==> config.mk <==
export PLATFORM = sky130hd
export DESIGN_NAME = hashed_name_command_parser_unit
export DESIGN_NICKNAME = d
export VERILOG_FILES = /design/src/rtl/hncp_pkg.sv /design/src/rtl/hashed_name_command_parser_unit.sv /design/src/rtl/hncp_ctrl.sv /design/src/rtl/hncp_dp.sv
export SDC_FILE = /design/constraint.sdc
export NUM_CORES = 2
export LEC_CHECK = 0
export BUFFER_PORTS_ARGS = -buffer_cell sky130_fd_sc_hd__clkbuf_2
export CORE_AREA = 2 2 430 432
export CTS_CLUSTER_SIZE = 25
export DETAILED_ROUTE_END_ITERATION = 10
export DIE_AREA = 0 0 432 434
export GPL_TIMING_DRIVEN = 0
export PLACE_DENSITY = 0.76
export SYNTH_ARGS = -nofsm -noshare
export SYNTH_HDL_FRONTEND = slang
export SYNTH_HIERARCHICAL = 1
export SYNTH_SLANG_ARGS = --single-unit
==> constraint.sdc <==
create_clock -name clk -period 14.1 [get_ports clk]
set_input_delay 1.41 -clock clk [delete_from_list [all_inputs] [get_ports clk]]
set_output_delay 1.41 -clock clk [all_outputs]
set_load 0.01 [all_outputs]
==> src/rtl/hncp_pkg.sv <==
`default_nettype none
package hncp_pkg;

  typedef enum logic [2:0] {
    LS_IDLE, LS_ABORT, LS_COMMAND, LS_NAME, LS_VALUE, LS_EXECUTE
  } line_state_t;

  typedef enum logic [2:0] {
    CMD_NONE, CMD_R, CMD_W, CMD_X, CMD_I, CMD_D
  } cmd_letter_t;

  typedef enum logic [1:0] {
    KIND_CHAR, KIND_REG, KIND_UPDATE, KIND_UNUSED
  } item_kind_t;

  typedef enum logic [2:0] {
    RES_READ, RES_WRITE, RES_CALL, RES_REGISTERED, RES_DUPLICATE, RES_FULL
  } result_kind_t;

  typedef enum logic [1:0] {
    RT_DONE, RT_SEARCH, RT_FETCH
  } route_t;

  typedef enum logic [2:0] {
    CS_IDLE, CS_DECODE, CS_SEARCH, CS_FETCH, CS_EXEC, CS_POST
  } ctrl_state_t;

  typedef struct packed {
    logic capture;
    logic decode;
    logic search;
    logic exec;
    logic out_load;
  } dp_cmd_t;

  typedef struct packed {
    route_t route;
    logic   hit;
    logic   miss;
    logic   hold_has;
    logic   out_free;
  } dp_stat_t;

  localparam logic [7:0] CH_NL    = 8'h0A;
  localparam logic [7:0] CH_SP    = 8'h20;
  localparam logic [7:0] CH_MINUS = 8'h2D;
  localparam logic [7:0] CH_0     = 8'h30;
  localparam logic [7:0] CH_9     = 8'h39;
  localparam logic [7:0] CH_UA    = 8'h41;
  localparam logic [7:0] CH_UZ    = 8'h5A;
  localparam logic [7:0] CH_LA    = 8'h61;
  localparam logic [7:0] CH_LZ    = 8'h7A;
  localparam logic [7:0] CH_US    = 8'h5F;
  localparam logic [7:0] CH_R     = 8'h52;
  localparam logic [7:0] CH_W     = 8'h57;
  localparam logic [7:0] CH_X     = 8'h58;
  localparam logic [7:0] CH_I     = 8'h49;
  localparam logic [7:0] CH_D     = 8'h44;

  localparam logic [31:0] HASH_OFFSET = 32'h811C9DC5;
  localparam logic [31:0] HASH_PRIME  = 32'h01000193;

  localparam logic [1:0] SZ_BYTE = 2'd0;
  localparam logic [1:0] SZ_HALF = 2'd1;
  localparam logic [1:0] SZ_WORD = 2'd2;

  localparam logic [2:0] NEED_READ  = 3'b001;
  localparam logic [2:0] NEED_WRITE = 3'b010;
  localparam logic [2:0] NEED_RW    = 3'b011;
  localparam logic [2:0] NEED_CALL  = 3'b100;

  function automatic logic [31:0] size_mask(input logic [1:0] code);
    logic [31:0] m;
    case (code)
      SZ_BYTE: m = 32'h0000_00FF;
      SZ_HALF: m = 32'h0000_FFFF;
      default: m = 32'hFFFF_FFFF;
    endcase
    return m;
  endfunction

endpackage
`default_nettype wire

==> src/rtl/hashed_name_command_parser_unit.sv <==
// channel | direction | handshake           | payload
// in_     | input     | in_valid/in_stall   | kind, char, hash, attrs, index, value
// out_    | output    | out_valid/out_stall | result kind, slot, value, size
//
// A character that needs no table access passes through capture and decode only.
// Name end and registration add a linear search over the table entries,
// then pass through the fetch, execute and output hand-off states.
// Line execution and in-range updates skip the search (one table read port).
// Reset clears the parser and empties the table; no clearing pass.
// A result waits in the output register while the next word is taken; a second
// result holds the input stalled until the output register frees up.
`default_nettype none
module hashed_name_command_parser_unit #(
  parameter int TABLE_DEPTH = 32,
  parameter int VALUE_WIDTH = 32
) (
  input  wire logic        clk,
  input  wire logic        rst_n,
  input  wire logic        in_valid,
  output logic             in_stall,
  input  wire logic [1:0]  in_kind,
  input  wire logic [7:0]  in_char_byte,
  input  wire logic [31:0] in_name_hash,
  input  wire logic [1:0]  in_access_mode,
  input  wire logic        in_value_type,
  input  wire logic [1:0]  in_size_code,
  input  wire logic [4:0]  in_entry_index,
  input  wire logic [31:0] in_new_value,
  output logic             out_valid,
  input  wire logic        out_stall,
  output logic [2:0]       out_result_kind,
  output logic [4:0]       out_entry_slot,
  output logic [31:0]      out_result_value,
  output logic [1:0]       out_result_size
);

  hncp_pkg::dp_cmd_t  cmd;
  hncp_pkg::dp_stat_t st;

  hncp_ctrl u_ctrl (
    .clk      (clk),
    .rst_n    (rst_n),
    .in_valid (in_valid),
    .st       (st),
    .cmd      (cmd),
    .in_stall (in_stall)
  );

  hncp_dp #(
    .TABLE_DEPTH (TABLE_DEPTH),
    .VALUE_WIDTH (VALUE_WIDTH)
  ) u_dp (
    .clk              (clk),
    .rst_n            (rst_n),
    .cmd              (cmd),
    .st               (st),
    .in_kind          (in_kind),
    .in_char_byte     (in_char_byte),
    .in_name_hash     (in_name_hash),
    .in_access_mode   (in_access_mode),
    .in_value_type    (in_value_type),
    .in_size_code     (in_size_code),
    .in_entry_index   (in_entry_index),
    .in_new_value     (in_new_value),
    .out_stall        (out_stall),
    .out_valid        (out_valid),
    .out_result_kind  (out_result_kind),
    .out_entry_slot   (out_entry_slot),
    .out_result_value (out_result_value),
    .out_result_size  (out_result_size)
  );

endmodule
`default_nettype wire

==> src/rtl/hncp_ctrl.sv <==
`default_nettype none
module hncp_ctrl (
  input  wire logic               clk,
  input  wire logic               rst_n,
  input  wire logic               in_valid,
  input  wire hncp_pkg::dp_stat_t st,
  output hncp_pkg::dp_cmd_t       cmd,
  output logic                    in_stall
);

  hncp_pkg::ctrl_state_t state_r, state_nxt;

  always_ff @(posedge clk) begin
    if (!rst_n) begin
      state_r <= hncp_pkg::CS_IDLE;
    end else begin
      state_r <= state_nxt;
    end
  end

  always_comb begin
    state_nxt = state_r;
    cmd       = '0;
    case (state_r)
      hncp_pkg::CS_IDLE: begin
        cmd.capture = in_valid;
        if (in_valid) state_nxt = hncp_pkg::CS_DECODE;
      end
      hncp_pkg::CS_DECODE: begin
        cmd.decode = 1'b1;
        case (st.route)
          hncp_pkg::RT_SEARCH: state_nxt = hncp_pkg::CS_SEARCH;
          hncp_pkg::RT_FETCH:  state_nxt = hncp_pkg::CS_FETCH;
          default:             state_nxt = hncp_pkg::CS_IDLE;
        endcase
      end
      hncp_pkg::CS_SEARCH: begin
        cmd.search = 1'b1;
        if (st.hit || st.miss) state_nxt = hncp_pkg::CS_FETCH;
      end
      // wait state for the registered table read
      hncp_pkg::CS_FETCH: state_nxt = hncp_pkg::CS_EXEC;
      hncp_pkg::CS_EXEC: begin
        cmd.exec  = 1'b1;
        state_nxt = hncp_pkg::CS_POST;
      end
      hncp_pkg::CS_POST: begin
        if (!st.hold_has) begin
          state_nxt = hncp_pkg::CS_IDLE;
        end else if (st.out_free) begin
          cmd.out_load = 1'b1;
          state_nxt    = hncp_pkg::CS_IDLE;
        end
      end
      default: state_nxt = hncp_pkg::CS_IDLE;
    endcase
  end

  assign in_stall = (state_r != hncp_pkg::CS_IDLE);

endmodule
`default_nettype wire

==> src/rtl/hncp_dp.sv <==
`default_nettype none
module hncp_dp #(
  parameter int TABLE_DEPTH = 32,
  parameter int VALUE_WIDTH = 32
) (
  input  wire logic              clk,
  input  wire logic              rst_n,
  input  wire hncp_pkg::dp_cmd_t cmd,
  output hncp_pkg::dp_stat_t     st,
  input  wire logic [1:0]        in_kind,
  input  wire logic [7:0]        in_char_byte,
  input  wire logic [31:0]       in_name_hash,
  input  wire logic [1:0]        in_access_mode,
  input  wire logic              in_value_type,
  input  wire logic [1:0]        in_size_code,
  input  wire logic [4:0]        in_entry_index,
  input  wire logic [31:0]       in_new_value,
  input  wire logic              out_stall,
  output logic                   out_valid,
  output logic [2:0]             out_result_kind,
  output logic [4:0]             out_entry_slot,
  output logic [31:0]            out_result_value,
  output logic [1:0]             out_result_size
);

  localparam int IW   = (TABLE_DEPTH > 1) ? $clog2(TABLE_DEPTH) : 1;
  localparam int CW   = $clog2(TABLE_DEPTH + 1);
  localparam int CMPW = (CW > 5) ? CW : 5;
  localparam logic [32:0] WMASK33 = (33'd1 << VALUE_WIDTH) - 33'd1;
  localparam logic [31:0] WMASK   = WMASK33[31:0];

  // table
  logic [31:0]            hash_mem [TABLE_DEPTH];
  logic [4:0]             attr_mem [TABLE_DEPTH];
  logic [VALUE_WIDTH-1:0] val_mem  [TABLE_DEPTH];
  logic [31:0]            hash_q_r;
  logic [4:0]             attr_q_r;
  logic [VALUE_WIDTH-1:0] val_q_r;
  logic [IW-1:0]          rd_addr;
  logic                   we_ent, we_val;
  logic [IW-1:0]          wa;
  logic [31:0]            w_hash;
  logic [4:0]             w_attr;
  logic [VALUE_WIDTH-1:0] w_val;

  // captured word
  hncp_pkg::item_kind_t kind_r;
  logic [7:0]  chr_r;
  logic [31:0] ihash_r, nval_r;
  logic [1:0]  acc_r, sz_r;
  logic        typ_r;
  logic [4:0]  idx_r;

  // line parser
  hncp_pkg::line_state_t line_r, line_nxt, dec_line;
  hncp_pkg::cmd_letter_t cmdl_r, cmdl_nxt, dec_cmdl;
  logic [31:0] rhash_r, rhash_nxt, dec_hash;
  logic        pend_r, pend_nxt, dec_pend;
  logic [31:0] accum_r, accum_nxt, dec_accum;
  logic        started_r, started_nxt, dec_started;
  logic        neg_r, neg_nxt, dec_neg;
  logic [IW-1:0] cur_r, cur_nxt;
  logic        cur_uns_r, cur_uns_nxt;
  logic [CW-1:0] count_r, count_nxt;

  // search
  logic [CW-1:0] s_r, s_nxt;
  logic          cmp_v_r, cmp_v_nxt;
  logic [IW-1:0] cmp_idx_r, cmp_idx_nxt;
  logic [IW-1:0] fa_r, fa_nxt, dec_fa;
  logic          found_r, found_nxt;
  logic          issue, hit, miss;
  logic [31:0]   key;

  // result hold and output
  logic        hold_has_r, hold_has_nxt;
  logic [2:0]  hold_kind_r, hold_kind_nxt;
  logic [4:0]  hold_slot_r, hold_slot_nxt;
  logic [31:0] hold_val_r, hold_val_nxt;
  logic [1:0]  hold_size_r, hold_size_nxt;
  logic        out_valid_r;
  logic [2:0]  out_kind_r;
  logic [4:0]  out_slot_r;
  logic [31:0] out_val_r;
  logic [1:0]  out_size_r;

  hncp_pkg::route_t route;
  logic is_nl, is_sp, is_dig, is_alpha, name_ch;
  logic [31:0] prod, hash_in, accum10;
  logic dclr, dabt;

  function automatic logic [31:0] in_mask(input logic [31:0] x, input logic [1:0] code);
    return x & hncp_pkg::size_mask(code) & WMASK;
  endfunction

  assign is_nl    = (chr_r == hncp_pkg::CH_NL);
  assign is_sp    = (chr_r == hncp_pkg::CH_SP);
  assign is_dig   = (chr_r >= hncp_pkg::CH_0) && (chr_r <= hncp_pkg::CH_9);
  assign is_alpha = ((chr_r >= hncp_pkg::CH_UA) && (chr_r <= hncp_pkg::CH_UZ)) ||
                    ((chr_r >= hncp_pkg::CH_LA) && (chr_r <= hncp_pkg::CH_LZ));
  assign name_ch  = is_alpha || is_dig || (chr_r == hncp_pkg::CH_US);

  assign hash_in = pend_r ? rhash_r : hncp_pkg::HASH_OFFSET;
  assign prod    = (hash_in ^ {24'd0, chr_r}) * hncp_pkg::HASH_PRIME;
  assign accum10 = (accum_r << 3) + (accum_r << 1) + {24'd0, chr_r - hncp_pkg::CH_0};

  // decode of the captured word: simple character steps, or a route to a table access
  always_comb begin
    route       = hncp_pkg::RT_DONE;
    dec_line    = line_r;
    dec_cmdl    = cmdl_r;
    dec_hash    = rhash_r;
    dec_pend    = pend_r;
    dec_accum   = accum_r;
    dec_started = started_r;
    dec_neg     = neg_r;
    dec_fa      = fa_r;
    dclr        = 1'b0;
    dabt        = 1'b0;
    case (kind_r)
      hncp_pkg::KIND_CHAR: begin
        case (line_r)
          hncp_pkg::LS_ABORT: dclr = is_nl;
          hncp_pkg::LS_COMMAND: begin
            if (is_nl) dclr = 1'b1;
            else if (is_sp) begin
              dec_line = hncp_pkg::LS_NAME;
              dec_pend = 1'b0;
            end else dabt = 1'b1;
          end
          hncp_pkg::LS_NAME: begin
            if (is_nl || is_sp) begin
              if (pend_r) route = hncp_pkg::RT_SEARCH;
              else if (is_nl) dclr = 1'b1;
              else dabt = 1'b1;
            end else if (pend_r ? name_ch : is_alpha) begin
              dec_hash = prod;
              dec_pend = 1'b1;
            end else dabt = 1'b1;
          end
          hncp_pkg::LS_VALUE: begin
            if (is_sp) dec_line = hncp_pkg::LS_EXECUTE;
            else if (is_nl) begin
              route  = hncp_pkg::RT_FETCH;
              dec_fa = cur_r;
            end else if (is_dig) begin
              dec_accum   = accum10;
              dec_started = 1'b1;
            end else if (!cur_uns_r && (chr_r == hncp_pkg::CH_MINUS) && !started_r && !neg_r) begin
              dec_neg = 1'b1;
            end else dabt = 1'b1;
          end
          hncp_pkg::LS_EXECUTE: begin
            if (is_nl) begin
              route  = hncp_pkg::RT_FETCH;
              dec_fa = cur_r;
            end else if (!is_sp) dabt = 1'b1;
          end
          default: begin
            dec_line = hncp_pkg::LS_COMMAND;
            case (chr_r)
              hncp_pkg::CH_R: dec_cmdl = hncp_pkg::CMD_R;
              hncp_pkg::CH_W: dec_cmdl = hncp_pkg::CMD_W;
              hncp_pkg::CH_X: dec_cmdl = hncp_pkg::CMD_X;
              hncp_pkg::CH_I: dec_cmdl = hncp_pkg::CMD_I;
              hncp_pkg::CH_D: dec_cmdl = hncp_pkg::CMD_D;
              hncp_pkg::CH_NL: dclr = 1'b1;
              default: dabt = 1'b1;
            endcase
          end
        endcase
      end
      hncp_pkg::KIND_REG: route = hncp_pkg::RT_SEARCH;
      hncp_pkg::KIND_UPDATE: begin
        if (CMPW'(idx_r) < CMPW'(count_r)) begin
          route  = hncp_pkg::RT_FETCH;
          dec_fa = IW'(idx_r);
        end
      end
      default: route = hncp_pkg::RT_DONE;
    endcase
    if (dclr) begin
      dec_line    = hncp_pkg::LS_IDLE;
      dec_pend    = 1'b0;
      dec_started = 1'b0;
      dec_neg     = 1'b0;
      dec_accum   = 32'd0;
    end
    if (dabt) begin
      dec_line = hncp_pkg::LS_ABORT;
      dec_pend = 1'b0;
    end
  end

  // linear search, one entry per cycle behind the registered read
  assign key   = (kind_r == hncp_pkg::KIND_REG) ? ihash_r : rhash_r;
  assign issue = (s_r < count_r);
  assign hit   = cmp_v_r && (hash_q_r == key);
  assign miss  = !cmp_v_r && !issue;
  assign rd_addr = cmd.search ? s_r[IW-1:0] : fa_r;

  always_comb begin
    logic [31:0] m, stored, opnd, v, newv;
    logic [2:0]  need, have;
    logic [1:0]  sz_eff;
    logic        ok, run, eclr, eabt;
    m      = hncp_pkg::size_mask(attr_q_r[4:3]) & WMASK;
    stored = 32'(val_q_r);
    opnd   = neg_r ? (32'd0 - accum_r) : accum_r;
    v      = 32'd0;
    newv   = 32'd0;
    need   = hncp_pkg::NEED_RW;
    have   = 3'({1'b0, attr_q_r[1:0]}) + 3'd1;
    sz_eff = (sz_r == 2'd3) ? hncp_pkg::SZ_WORD : sz_r;
    ok     = 1'b0;
    run    = 1'b0;
    eclr   = 1'b0;
    eabt   = 1'b0;

    line_nxt    = line_r;
    cmdl_nxt    = cmdl_r;
    rhash_nxt   = rhash_r;
    pend_nxt    = pend_r;
    accum_nxt   = accum_r;
    started_nxt = started_r;
    neg_nxt     = neg_r;
    cur_nxt     = cur_r;
    cur_uns_nxt = cur_uns_r;
    count_nxt   = count_r;
    s_nxt       = s_r;
    cmp_v_nxt   = cmp_v_r;
    cmp_idx_nxt = cmp_idx_r;
    fa_nxt      = fa_r;
    found_nxt   = found_r;
    hold_has_nxt  = hold_has_r;
    hold_kind_nxt = hold_kind_r;
    hold_slot_nxt = hold_slot_r;
    hold_val_nxt  = hold_val_r;
    hold_size_nxt = hold_size_r;
    we_ent = 1'b0;
    we_val = 1'b0;
    wa     = fa_r;
    w_hash = ihash_r;
    w_attr = {sz_eff, typ_r, acc_r};
    w_val  = '0;

    if (cmd.decode) begin
      line_nxt    = dec_line;
      cmdl_nxt    = dec_cmdl;
      rhash_nxt   = dec_hash;
      pend_nxt    = dec_pend;
      accum_nxt   = dec_accum;
      started_nxt = dec_started;
      neg_nxt     = dec_neg;
      fa_nxt      = dec_fa;
      s_nxt       = '0;
      cmp_v_nxt   = 1'b0;
    end

    if (cmd.search) begin
      s_nxt       = s_r + CW'(issue);
      cmp_v_nxt   = issue;
      cmp_idx_nxt = s_r[IW-1:0];
      if (hit) begin
        found_nxt = 1'b1;
        fa_nxt    = cmp_idx_r;
      end else if (miss) begin
        found_nxt = 1'b0;
      end
    end

    if (cmd.exec) begin
      case (kind_r)
        hncp_pkg::KIND_CHAR: begin
          if (line_r == hncp_pkg::LS_NAME) begin
            pend_nxt = 1'b0;
            case (cmdl_r)
              hncp_pkg::CMD_R: need = hncp_pkg::NEED_READ;
              hncp_pkg::CMD_W: need = hncp_pkg::NEED_WRITE;
              hncp_pkg::CMD_X: need = hncp_pkg::NEED_CALL;
              default:         need = hncp_pkg::NEED_RW;
            endcase
            ok = found_r && ((have & need) == need);
            if (!ok) begin
              if (is_nl) eclr = 1'b1;
              else eabt = 1'b1;
            end else begin
              cur_nxt     = fa_r;
              cur_uns_nxt = attr_q_r[2];
              started_nxt = 1'b0;
              neg_nxt     = 1'b0;
              accum_nxt   = 32'd0;
              if (cmdl_r == hncp_pkg::CMD_R || cmdl_r == hncp_pkg::CMD_X) begin
                line_nxt = hncp_pkg::LS_EXECUTE;
                run      = is_nl;
              end else if (is_nl) eclr = 1'b1;
              else line_nxt = hncp_pkg::LS_VALUE;
            end
          end else begin
            run = 1'b1;
          end
          if (run) begin
            eclr = 1'b1;
            case (cmdl_r)
              hncp_pkg::CMD_R: begin
                hold_has_nxt  = 1'b1;
                hold_kind_nxt = hncp_pkg::RES_READ;
                hold_val_nxt  = stored & m;
              end
              hncp_pkg::CMD_X: begin
                hold_has_nxt  = 1'b1;
                hold_kind_nxt = hncp_pkg::RES_CALL;
                hold_val_nxt  = 32'd0;
              end
              hncp_pkg::CMD_W, hncp_pkg::CMD_I, hncp_pkg::CMD_D: begin
                if (started_r) begin
                  if (cmdl_r == hncp_pkg::CMD_W) v = opnd;
                  else if (cmdl_r == hncp_pkg::CMD_I) v = stored + opnd;
                  else v = stored - opnd;
                  v = v & m;
                  we_val        = 1'b1;
                  w_val         = VALUE_WIDTH'(v);
                  hold_has_nxt  = 1'b1;
                  hold_kind_nxt = hncp_pkg::RES_WRITE;
                  hold_val_nxt  = v;
                end
              end
              default: hold_has_nxt = hold_has_r;
            endcase
            hold_slot_nxt = 5'(fa_r);
            hold_size_nxt = attr_q_r[4:3];
          end
        end
        hncp_pkg::KIND_REG: begin
          hold_has_nxt = 1'b1;
          if (found_r) begin
            hold_kind_nxt = hncp_pkg::RES_DUPLICATE;
            hold_slot_nxt = 5'(fa_r);
            hold_val_nxt  = stored & m;
            hold_size_nxt = attr_q_r[4:3];
          end else if (count_r >= CW'(TABLE_DEPTH)) begin
            hold_kind_nxt = hncp_pkg::RES_FULL;
            hold_slot_nxt = 5'd0;
            hold_val_nxt  = 32'd0;
            hold_size_nxt = 2'd0;
          end else begin
            newv          = in_mask(nval_r, sz_eff);
            we_ent        = 1'b1;
            we_val        = 1'b1;
            wa            = count_r[IW-1:0];
            w_val         = VALUE_WIDTH'(newv);
            count_nxt     = count_r + CW'(1);
            hold_kind_nxt = hncp_pkg::RES_REGISTERED;
            hold_slot_nxt = 5'(count_r[IW-1:0]);
            hold_val_nxt  = newv;
            hold_size_nxt = sz_eff;
          end
        end
        hncp_pkg::KIND_UPDATE: begin
          we_val = 1'b1;
          w_val  = VALUE_WIDTH'(nval_r & m);
        end
        default: we_val = 1'b0;
      endcase
      if (eclr) begin
        line_nxt    = hncp_pkg::LS_IDLE;
        pend_nxt    = 1'b0;
        started_nxt = 1'b0;
        neg_nxt     = 1'b0;
        accum_nxt   = 32'd0;
      end
      if (eabt) begin
        line_nxt = hncp_pkg::LS_ABORT;
        pend_nxt = 1'b0;
      end
    end

    if (cmd.out_load) hold_has_nxt = 1'b0;
  end

  always_ff @(posedge clk) begin
    if (we_ent) begin
      hash_mem[wa] <= w_hash;
      attr_mem[wa] <= w_attr;
    end
    if (we_val) val_mem[wa] <= w_val;
    hash_q_r <= hash_mem[rd_addr];
    attr_q_r <= attr_mem[rd_addr];
    val_q_r  <= val_mem[rd_addr];
  end

  always_ff @(posedge clk) begin
    if (!rst_n) begin
      line_r      <= hncp_pkg::LS_IDLE;
      cmdl_r      <= hncp_pkg::CMD_NONE;
      rhash_r     <= 32'd0;
      pend_r      <= 1'b0;
      accum_r     <= 32'd0;
      started_r   <= 1'b0;
      neg_r       <= 1'b0;
      cur_r       <= '0;
      cur_uns_r   <= 1'b0;
      count_r     <= '0;
      cmp_v_r     <= 1'b0;
      found_r     <= 1'b0;
      hold_has_r  <= 1'b0;
      out_valid_r <= 1'b0;
    end else begin
      line_r      <= line_nxt;
      cmdl_r      <= cmdl_nxt;
      rhash_r     <= rhash_nxt;
      pend_r      <= pend_nxt;
      accum_r     <= accum_nxt;
      started_r   <= started_nxt;
      neg_r       <= neg_nxt;
      cur_r       <= cur_nxt;
      cur_uns_r   <= cur_uns_nxt;
      count_r     <= count_nxt;
      cmp_v_r     <= cmp_v_nxt;
      found_r     <= found_nxt;
      hold_has_r  <= hold_has_nxt;
      out_valid_r <= (out_valid_r && out_stall) || cmd.out_load;
    end
  end

  always_ff @(posedge clk) begin
    if (cmd.capture) begin
      kind_r  <= hncp_pkg::item_kind_t'(in_kind);
      chr_r   <= in_char_byte;
      ihash_r <= in_name_hash;
      acc_r   <= in_access_mode;
      typ_r   <= in_value_type;
      sz_r    <= in_size_code;
      idx_r   <= in_entry_index;
      nval_r  <= in_new_value;
    end
    s_r         <= s_nxt;
    cmp_idx_r   <= cmp_idx_nxt;
    fa_r        <= fa_nxt;
    hold_kind_r <= hold_kind_nxt;
    hold_slot_r <= hold_slot_nxt;
    hold_val_r  <= hold_val_nxt;
    hold_size_r <= hold_size_nxt;
    if (cmd.out_load) begin
      out_kind_r <= hold_kind_r;
      out_slot_r <= hold_slot_r;
      out_val_r  <= hold_val_r;
      out_size_r <= hold_size_r;
    end
  end

  assign st.route    = route;
  assign st.hit      = hit;
  assign st.miss     = miss;
  assign st.hold_has = hold_has_r;
  assign st.out_free = !out_valid_r || !out_stall;

  assign out_valid        = out_valid_r;
  assign out_result_kind  = out_kind_r;
  assign out_entry_slot   = out_slot_r;
  assign out_result_value = out_val_r;
  assign out_result_size  = out_size_r;

endmodule
`default_nettype wire

==> impl_metrics.toml <==
[status]
status = "finished, violations left"
violations = "capacitance limit, slew limit"

[job]
drv_cap = 4

[routing]
first_pass_iters = 11
drt_wl_total_um = 315000
via_count = 65600
wire_per_inst_um = 32.5
ant_nets = 0
drc = 0
drt-initial-drc-count = 10500
vias_per_cell = 6.76

[pwr]
peakVddDrop_uv = 172
clkPwrFrac = 0.289
p_per_area_nw_per_um2 = 181
swShare = 0.339
finalPower_w = 0.0223
power_switching_w = 0.00754
power_frac_comb = 0.322
power_leakage_nw = 42.6
internal-power_w = 0.0147
p_seq_frac = 0.389

[grt]
grt_first_pass_wirelength_um = 449000
gr-total-overflow = 0
grt_pass1_vias = 65500
grt_usage = 0.337
grt_start_max_net_pins = 34
antenna_found_initial = 23

[place]
gp_congestion = 0.964
io_buffer_count = 131
dp_hpwl_um = 207000
dp_cells = 9265

[hold_path]
hp-start = "u_dp/hold_val_r[0]"
holdPathStages = 0
min_to = "u_dp/out_result_value[0]"
hold_path.class = "reg -> reg"

[setup_path]
crit_required_ps = 14840
r2r-end = "u_dp/rhash_r[31]"
worst_setup_path_end_kind = "flip-flop"
reg2reg_depth = 26
crit_path_max_fanout = 10
start_kind = "flip-flop"
reg2reg_from = "u_dp/pend_r"
crit_top_cell = "ha_1"
crit_slowest_cell = "xnor2_1"
crit_type = "reg -> reg"
r2r_slack_ps = 6020
max_stage_delay_ps = 710
arrival_ps = 8810

[sta]
fin_crit_ps = 8080
final.period_utilization = 0.573
slew_headroom = -0.126
finClkSkew_ps = 41.5
hold_viol_final = 0
tns_ps = 0
max_freq_mhz = 124
report.final.slew_viol_count = 22
worst_pin_slew_ps = 1690
setup_viol = 0
rsz0062_at_grt = "false"

[synth]
syn_area_um2 = 109000
ys_ff_latch = 2553
syn_avg_cell_area_um2 = 16.4
ys_seq_area_frac = 0.689
synth_ff_type = "edfxtp_1"
synth_edf_count = 2387
synth_fp_nets = 7112
ys_types = 81
post-synth-top-count-cell = "edfxtp_1"
yosys_warnings = 6
async_flop_share = 0
yosysTopAreaCellShare = 0.658
synth_top_area_cell = "edfxtp_1"
synth_area_leaders = "edfxtp_1 66%, mux4_2 11%, ha_1 3.4%"
syn_inst = 6649
ys_top_cells_by_count = "2,387 x edfxtp_1, 788 x nand2_1, 552 x mux4_2"

[die]
core_area_um2 = 182000
die_w_um = 432
io_pins = 132
dieArea_um2 = 187000
die_h_um = 434
start_util = 0.597
rows = 157

[finish]
fin_cells = 9709
final_nets = 7579
fill_cells = 11500
layout-drive-gt1-share = 0.173
syn_to_final_growth_pct = 12.8

[clock_network]
post-cts-setup-buffers = 0
root_buffer = "clkbuf_16"
clk_latency_ps = 900
clkSinkCount = 2553
path_clk_slew_ps = 70
clockBufferDepth = 3
cts_buffers = 234
tritoncts = "built"
ctsResizeCount = 0
ctsHoldBuffers = 0
htreeDepth = 4
==> stage by stage <==
step | setup slack (ps) | instance area (µm²) | utilization | hold slack, ps
after floorplan | 7720 | 109000 | - | 400
after global placement | 5160 | 113000 | 0.617 | 403
after detailed placement | 6170 | 115000 | 0.631 | 406
after CTS | 6120 | 123000 | 0.673 | 419
after global routing | 5600 | 123000 | 0.673 | 426
final | 6020 | 123000 | 0.673 | 416
==> worst max-delay path by stage <==
stage	startpoint	to	slack, ps	cells after the start
4_1_cts	u_dp/pend_r	u_dp/rhash_r[31]	6120	26
3_5_place_dp	u_dp/pend_r	u_dp/rhash_r[31]	6170	26
5_1_grt	u_dp/pend_r	u_dp/rhash_r[31]	5600	28
2_1_floorplan	u_dp/pend_r	u_dp/rhash_r[31]	7720	26
3_3_place_gp	u_dp/accum_r[0]	u_dp/val_mem[4][20]	5160	23
6_report	u_dp/pend_r	u_dp/rhash_r[31]	6020	26
==> layer usage <==
| layer | global-route usage | vias up | wire, µm |
|---|---|---|---|
| met1 | 0.435 | 32900 | 107000 |
| li1 | - | 26500 | - |
| met5 | 0 | - | 120 |
| met2 | 0.520 | 5139 | 145000 |
| met4 | 0.169 | 18 | 17900 |
| met3 | 0.108 | 1006 | 45700 |
==> placed cells by master, fill, tap and decap left out, drive strengths merged, types with 9 or more instances in the layout <==
cell type / synthesis / routed
o21ai: 118 / 118
o22ai: 10 / 10
nand2: 788 / 788
a22oi: 57 / 57
nor2b: 26 / 26
inv: 263 / 274
nor3b: 9 / 9
nand3: 463 / 463
and2: 30 / 30
clkbuf: 220 / 648
o31ai: 23 / 23
diode: 0 / 12
fa: 81 / 81
a21oi: 119 / 119
dfxtp: 166 / 166
bufinv: 0 / 29
nand2b: 43 / 43
clkinv: 1 / 88
a211oi: 13 / 13
mux2i: 78 / 78
buf: 105 / 205
a31oi: 14 / 14
mux4: 552 / 552
xnor2: 136 / 136
a21o: 65 / 65
ha: 294 / 294
nand4: 10 / 10
o41ai: 10 / 10
or3: 28 / 28
nor3: 29 / 29
nor2: 282 / 282
edfxtp: 2387 / 2387
nor4: 17 / 17
o21bai: 10 / 10
a221oi: 13 / 13
and3: 14 / 14
xor2: 67 / 67
==> logic make-up (layout without fill, tap and decap cells) <==
group | count (synthesis) | after routing | synth area share
buf+inv | 589 | 1252 | 0.0208
xor+xnor | 203 | 203 | 0.0163
fa+ha+maj | 375 | 375 | 0.0487
flops | 2553 | 2553 | 0.689
simple gates | 1768 | 1768 | 0.0720
mux | 633 | 633 | 0.122
compound gates | 528 | 528 | 0.0321
other cells | 0 | 12 | 0
==> sequential cells by signal, indices dropped and copies added, names as in the netlist, 6 cells and up <==
name / flops
u_dp/count_r: 6
u_dp/hash_q_r: 32
u_dp/accum_r: 32
u_dp/hold_val_r: 32
u_dp/val_q_r: 32
u_dp/attr_mem: 160
u_dp/nval_r: 32
u_dp/s_r: 6
u_dp/chr_r: 8
u_dp/rhash_r: 32
u_dp/out_result_value: 32
u_dp/ihash_r: 32
u_dp/val_mem: 1024
u_dp/hash_mem: 1024
==> critical path: cells and delay by family (launching register included) <==
family / cells / cell delay (ps)
AO/OA/AOI/OAI: 9 / 2370
flip-flops: 1 / 410
adder cells (fa/ha/maj): 8 / 2930
AND/OR/NAND/NOR: 3 / 390
XOR/XNOR: 2 / 850
buffers and inverters: 4 / 990
==> power groups by stage <==
stage | combinational [W] | clock (W) | sequential [W]
6_report | 0.00718 | 0.00644 | 0.00866
5_1_grt | 0.00748 | 0.00675 | 0.00867
4_1_cts | 0.00697 | 0.00648 | 0.00865
3_5_place_dp | 0.00679 | 0 | 0.00881
3_3_place_gp | 0.00662 | 0 | 0.00880
2_1_floorplan | 0.00442 | 0 | 0.00870
==> layout make-up <==
class / instances / area [µm²] / share of cell area
Inverter: 264 / 991 / 0.00807
Sequential cell: 2553 / 75000 / 0.610
Clock inverter: 135 / 1520 / 0.0124
Timing Repair Buffer: 231 / 2560 / 0.0209
Antenna cell: 12 / 30.0 / 0.000244
Tap cell: 2385 / 2980 / 0.0243
Buffer: 325 / 1280 / 0.0104
Clock buffer: 297 / 6220 / 0.0507
Multi-Input combinational cell: 3507 / 32300 / 0.263
Note: power is estimated with default switching activity, not from simulation.
